===== config.mk =====
export PLATFORM = sky130hd
export DESIGN_NAME = rcp3by2_div
export DESIGN_NICKNAME = d
export VERILOG_FILES = /design/src/rcp3by2_pkg.sv /design/src/rcp3by2_div.sv
export SDC_FILE = /design/constraint.sdc
export NUM_CORES = 2
export LEC_CHECK = 0
export BUFFER_PORTS_ARGS = -buffer_cell sky130_fd_sc_hd__buf_2
export CORE_MARGIN = 3
export CORE_UTILIZATION = 55
export CTS_CLUSTER_DIAMETER = 150
export CTS_CLUSTER_SIZE = 10
export DETAILED_ROUTE_END_ITERATION = 16
export PLACE_DENSITY = 0.75
export SLEW_MARGIN = 20
export SYNTH_ARGS = -nofsm -noshare
export SYNTH_HDL_FRONTEND = slang
export SYNTH_SLANG_ARGS = --single-unit

===== constraint.sdc =====
create_clock -name clk -period 2.8 [get_ports clk]
set_input_delay 0.14 -clock clk [delete_from_list [all_inputs] [get_ports clk]]
set_output_delay 0.14 -clock clk [all_outputs]
set_load 0.05 [all_outputs]

===== src/rcp3by2_pkg.sv =====
// shared types and constants for the 3-by-2 reciprocal pipeline
package rcp3by2_pkg;

  localparam int unsigned WordW = 32;
  localparam int unsigned HalfW = 16;
  localparam int unsigned DivStages = HalfW;
  localparam int unsigned TailStages = 10;
  localparam int unsigned Latency = DivStages + TailStages;
  localparam logic [HalfW-1:0] HalfOnes = 16'hFFFF;

  typedef struct packed {
    logic [WordW-1:0] divisor_high;
    logic [WordW-1:0] divisor_low;
  } in_t;

  typedef struct packed {
    logic [WordW-1:0] reciprocal;
    logic             not_normalized;
  } out_t;

endpackage


===== src/rcp3by2_div.sv =====
// pipelined restoring divider: (~high) / high[31:16], one quotient bit per stage
module rcp3by2_div (
  input  logic                                  clk,
  input  logic                                  rst_n,
  input  logic                                  in_valid,
  input  rcp3by2_pkg::in_t                      in_item,
  output logic                                  out_valid,
  output rcp3by2_pkg::in_t                      out_item,
  output logic [rcp3by2_pkg::HalfW-1:0]         out_quo,
  output logic [rcp3by2_pkg::HalfW-1:0]         out_rem
);

  localparam int unsigned N = rcp3by2_pkg::DivStages;
  localparam int unsigned W = rcp3by2_pkg::WordW;
  localparam int unsigned H = rcp3by2_pkg::HalfW;

  logic [N-1:0]     vld_r;
  logic [W-1:0]     rem_r   [N];
  logic [H-1:0]     quo_r   [N];
  rcp3by2_pkg::in_t item_r  [N];

  logic [W-1:0]     rem_cur [N];
  logic [H-1:0]     quo_cur [N];
  rcp3by2_pkg::in_t item_cur[N];
  logic [W-1:0]     rem_nxt [N];
  logic [H-1:0]     quo_nxt [N];

  always_comb begin
    rem_cur[0]  = ~in_item.divisor_high;
    quo_cur[0]  = '0;
    item_cur[0] = in_item;
    for (int s = 1; s < N; s++) begin
      rem_cur[s]  = rem_r[s-1];
      quo_cur[s]  = quo_r[s-1];
      item_cur[s] = item_r[s-1];
    end
  end

  always_comb begin
    for (int s = 0; s < N; s++) begin
      logic [W-1:0] shifted;
      shifted = W'(item_cur[s].divisor_high[W-1:H]) << (N-1-s);
      if (rem_cur[s] >= shifted) begin
        rem_nxt[s] = rem_cur[s] - shifted;
        quo_nxt[s] = quo_cur[s] | (H'(1) << (N-1-s));
      end else begin
        rem_nxt[s] = rem_cur[s];
        quo_nxt[s] = quo_cur[s];
      end
    end
  end

  always_ff @(posedge clk) begin
    if (!rst_n) begin
      vld_r <= '0;
    end else begin
      vld_r <= {vld_r[N-2:0], in_valid};
    end
    for (int s = 0; s < N; s++) begin
      rem_r[s]  <= rem_nxt[s];
      quo_r[s]  <= quo_nxt[s];
      item_r[s] <= item_cur[s];
    end
  end

  assign out_valid = vld_r[N-1];
  assign out_item  = item_r[N-1];
  assign out_quo   = quo_r[N-1];
  assign out_rem   = rem_r[N-1][H-1:0];

endmodule


# After elaboration in Yosys (flattened, before gate mapping)
# Memory sizes are Yosys's and may differ from the RTL's.
# Index checks and enable logic that the tools add are counted.
# Widths: inputs -> output; s select.
[classes]
addsub = 16
magnitude_cmp = 16
n_mux = 32
bitwise_logic = 1
[op_table]
columns = ["cell", "n"]
rows = [
  ["$mux 32", 16],
  ["$ge 32x16->1", 1],
  ["$ge 32x17->1", 1],
  ["$ge 32x18->1", 1],
  ["$ge 32x19->1", 1],
  ["$ge 32x20->1", 1],
  ["$ge 32x21->1", 1],
  ["$ge 32x22->1", 1],
  ["$ge 32x23->1", 1],
  ["$ge 32x24->1", 1],
  ["$ge 32x25->1", 1],
  ["$ge 32x26->1", 1],
  ["$ge 32x27->1", 1],
  ["$ge 32x28->1", 1],
  ["$ge 32x29->1", 1],
  ["$ge 32x30->1", 1],
  ["$ge 32x31->1", 1],
  ["$not 32->32", 1],
  ["$sub 32x16->32", 1],
  ["$sub 32x17->32", 1],
  ["$sub 32x18->32", 1],
  ["$sub 32x19->32", 1],
  ["$sub 32x20->32", 1],
  ["$sub 32x21->32", 1],
  ["26 further kinds", 26],
]
[word_totals]
ff_bits = 16
ram_bits = 1792
out_inout_bits = 97
word_cells = 69
n_memories = 3
[mem_list]
columns = ["name", "words", "word_bits", "rd", "rd_ports_with_merged_regs", "wr", "line_no", "text"]
rows = [
  ["item_r", 16, 64, 16, 0, 16, "rcp3by2_div.sv:20", "rcp3by2_pkg::in_t item_r [N];"],
  ["rem_r", 16, 32, 16, 0, 16, "rcp3by2_div.sv:18", "logic [W-1:0] rem_r [N];"],
  ["quo_r", 16, 16, 16, 0, 16, "rcp3by2_div.sv:19", "logic [H-1:0] quo_r [N];"],
]

# Longest topological paths before layout
[depth]
depth_word = 3
ltp_mapped = 13
depth_no_buf = 13

# Worst setup path before layout
# OpenSTA, ideal clock, no wires.
[synth_timing]
path_kind = "register -> register"
startpoint = "memory rem_r[1][6] in the netlist's numbering"
endpoint = "memory rem_r[1][58] in the netlist's numbering"
setup_ns = 0.134
t_arrival_ns = 2.642
setup_slack_ns = 0.025
stages_incl_launch_ff = 13
path_buffers = 0
cell_sequence = "dfxtp_1 -> inv_1 -> ha_1 -> inv_1 -> fa_1 -> a21o_1 -> a21oi_1 -> o21ai_1 -> a221oi_1 -> nor2_1 -> a311o_1 -> nor4_1 -> xor2_1"
[synth_lines]
columns = ["item", "line_no"]
rows = [
  ["start, declared", "rcp3by2_div.sv:18"],
]

==> flow_summary_export.csv <==
group,metric,value,unit
sta,setup_viol,4,
clock_tree,cts.clk_slew.worst_paths,60,ps
power,ir_drop,0.6270,mV
floorplanning,dieHeight,314.9,um
critical_path,crit_fanout,4,
critical_path,crit_type,"reg2reg",
power,pwr-share-clk,28.1,%
drt,drc,0,
power,total_power,73.95,mW
critical_path,required,3450,ps
sta,hold_violations,0,
flow_run,maxCapViolCount,0,
yosys,syn_inst,4584,
critical_path,critPathMaxStageDelay,460,ps
drt,ant_nets,0,
floorplanning,pin_count,164,
global_routing,antenna_found_initial,1,
drt,via_count,33690,
critical_path,path_cells,"inv_2, ha_4, inv_2, fa_2, a21o_1, a21oi_2, o21ai_2, a221oi_2, nor2_2, a311o_2, nor4_4, xor2_1",
final_layout,drive_gt1_share,17.11,%
sta,rsz0062_at_grt,"yes",
critical_path,worst_path_most_repeated_cell,"inv_2",
power,p_per_area,1156,nW/um^2
global_routing,grt_pass1_wl,170200,um
clock_tree,clockBufferDepth,3,
drt,wire_per_inst,16.46,um
yosys,synth.distinct_cells,93,
floorplanning,std_cell_rows,112,
power,p_leak,27.94,nW
sta,maxSlewHeadroom,46.56,%
sta,fmax,347.7,MHz
power,power_switching,23.67,mW
floorplanning,core-area,94030,um^2
sta,timing.final.ws_setup,-76.24,ps
yosys,synth_seq_cells,1672,
drt,vias_per_cell,5.186,
clock_tree,clockRootBuffer,"clkbuf_16",
final_layout,nNetsFinal,5568,
power,switching_share,32.01,%
global_routing,first_global_vias,34779,
global_routing,grt_use_total,21.18,%
final_layout,fin_area,63990,um^2
final_layout,mostFrequentLayoutCells,"dfxtp_1, inv_1, a21oi_1",
final_layout,diodes,0,
yosys,syn_area_per_cell,11.45,um^2
power,intPower,50.28,mW
clock_tree,cts_tree,"done",
yosys,synthFlopType,"dfxtp_1",
clock_tree,clk_latency,790,ps
place,io_buffers,163,
power,comb_power_share,30.7,%
critical_path,end_kind,"flip-flop",
sta,tightest_slew,794.3,ps
critical_path,setup.worst_path.start_class,"flip-flop",
final_layout,syn2layout_area_growth,21.90,%
yosys,synth-edff-count,0,
yosys,yosys_warnings,0,
yosys,ys_async_sr_fraction,0,%
outcome,status,"complete, but fails checks",
worst_hold_path,hp-class,"in2reg",
final_layout,nFillCells,6595,
power,sequentialPowerShare,41.2,%
yosys,synth_nets,4924,
drt,wl,106900,um
yosys,syn_area,52490,um^2
global_routing,grt_max_degree,31,
global_routing,overflow,0,
floorplanning,initial_core_util,55.82,%
clock_tree,cts_max_level,4,
sta,fin_crit_sh,102.7,%
floorplanning,die_x,314.9,um
drt,drt_first_pass_iters,5,
place,placed_area,56200,um^2
clock_tree,numClockSinks,1672,
final_layout,layout_commonest_cell,"dfxtp_1",
clock_tree,cts_inserted_buffers,185,
floorplanning,die_area,99180,um^2
place,place_congestion,0.9422,
sta,drv_slew,0,
sta,hold_ws,55.73,ps
yosys,yosysSeqAreaShare,63.77,%
critical_path,slowest_stage,"a311o_2",
outcome,violations,"setup timing",
sta,finClkSkew,74.22,ps
place,place.detailed.hpwl,68080,um
drt,drtIter0Drc,1863,
critical_path,arrival,3530,ps
sta,fin_crit,2876,ps
[sequential cells by signal (all words and copies together), names as in the netlist]
name	cells
vld_r	16
rem_r	496
quo_r	136
item_r	1024
[worst max-delay path, delay by kind of cell, from the launching register on]
| kind | cells | cell delay, ps |
|---|---|---|
| buffers and inverters | 2 | 100 |
| and+or+nand+nor | 2 | 380 |
| AOI/OAI and AO/OA | 5 | 1270 |
| adders and majority gates | 2 | 490 |
| xor gates and xnor gates | 1 | 170 |
| DFF | 1 | 320 |
[layout make-up]
cell class	count	area [um^2]	share of cell area, %
clock buffers	186	4654	7.274
clock inverters	15	397.9	0.6218
inverters	353	1329	2.077
multi-input cells	2497	18580	29.04
flip-flops and latches	1672	33490	52.34
well taps	1254	1569	2.452
repair buffers	519	3965	6.197
[per-stage QoR]
step	utilization (%)	std cells	setup slack, ps	setup TNS [ps]
after floorplan	-	4584	24.76	0
after global placement	59.76	6142	-398.7	-7096
after detailed placement	59.77	6142	-335.3	-6896
after CTS	66.79	6463	-52.56	-137.4
after global routing	68.05	6496	-185.3	-1633
final	68.05	6496	-76.24	-179.7
[path summary, 6_finish.rpt]
check / start / end / slack [ps] / cells after the start
worst min-delay path: in_item[20] / item_r[0][20]$_DFF_P_ / 60 / 2
worst max-delay path: rem_r[1][6]$_DFF_P_ / rem_r[1][58]$_DFF_P_ / -80 / 12
worst min register to register: item_r[1][6]$_DFF_P_ / item_r[1][70]$_DFF_P_ / 280 / 0
worst max register to register: rem_r[1][6]$_DFF_P_ / rem_r[1][58]$_DFF_P_ / -80 / 12
[power groups by stage]
stage	Sequential (mW)	Clock [mW]	Combinational, mW
after floorplan	30.6	0	15.0
after global placement	30.7	0	20.4
after detailed placement	30.8	0	20.7
after CTS	30.4	21.2	21.4
after global routing	30.9	22.3	25.1
final	30.5	20.8	22.7
[what timing repair did]
action | 4_1_cts | 5_1_grt
endpoints found under the hold margin | 113 | 0
endpoints found under the setup margin | 104 | 208
resized for setup | 80 | 189
cloned | 0 | 7
setup buffers | 5 | 27
pin swaps | 22 | 77
hold buffers | 115 | 0
[routing by layer]
metal	GRT usage [%]	up-vias	part of all wire, %
li1	-	16792	-
met1	22.93	15795	39
met2	39.36	782	52
met3	3.674	321	3.8
met4	11.00	0	4.8
met5	0	-	0
[synthesized netlist by cell type, types with 27 or more instances]
library cell	number	share of area [%]
or3_1	30	0.36
o21a_1	36	0.51
mux2_2	43	0.92
nor2b_1	28	0.33
a21o_1	81	1.2
nor3_1	69	0.66
xnor2_1	170	2.8
a31oi_1	27	0.32
inv_1	350	2.5
dfxtp_1	1672	64
nand3_1	54	0.51
o21ai_0	218	2.1
and2_1	39	0.46
o31ai_1	31	0.44
nor2_1	247	1.8
nand2_1	263	1.9
ha_1	257	6.1
nand2b_1	41	0.49
nor4_1	48	0.57
xor2_1	146	2.4
nand4_1	32	0.38
a21oi_1	281	2.7
clkbuf_1	41	0.29
[kinds of logic after synthesis]
family	Yosys count	synth area share, %
AOI/OAI and AO/OA	878	10.67
adders and majority gates	273	6.736
DFF	1672	63.77
and+or+nand+nor	967	9.179
buffers and inverters	417	3.113
muxes	61	1.266
xor gates and xnor gates	316	5.273
Power figures use the tool's default switching activity.
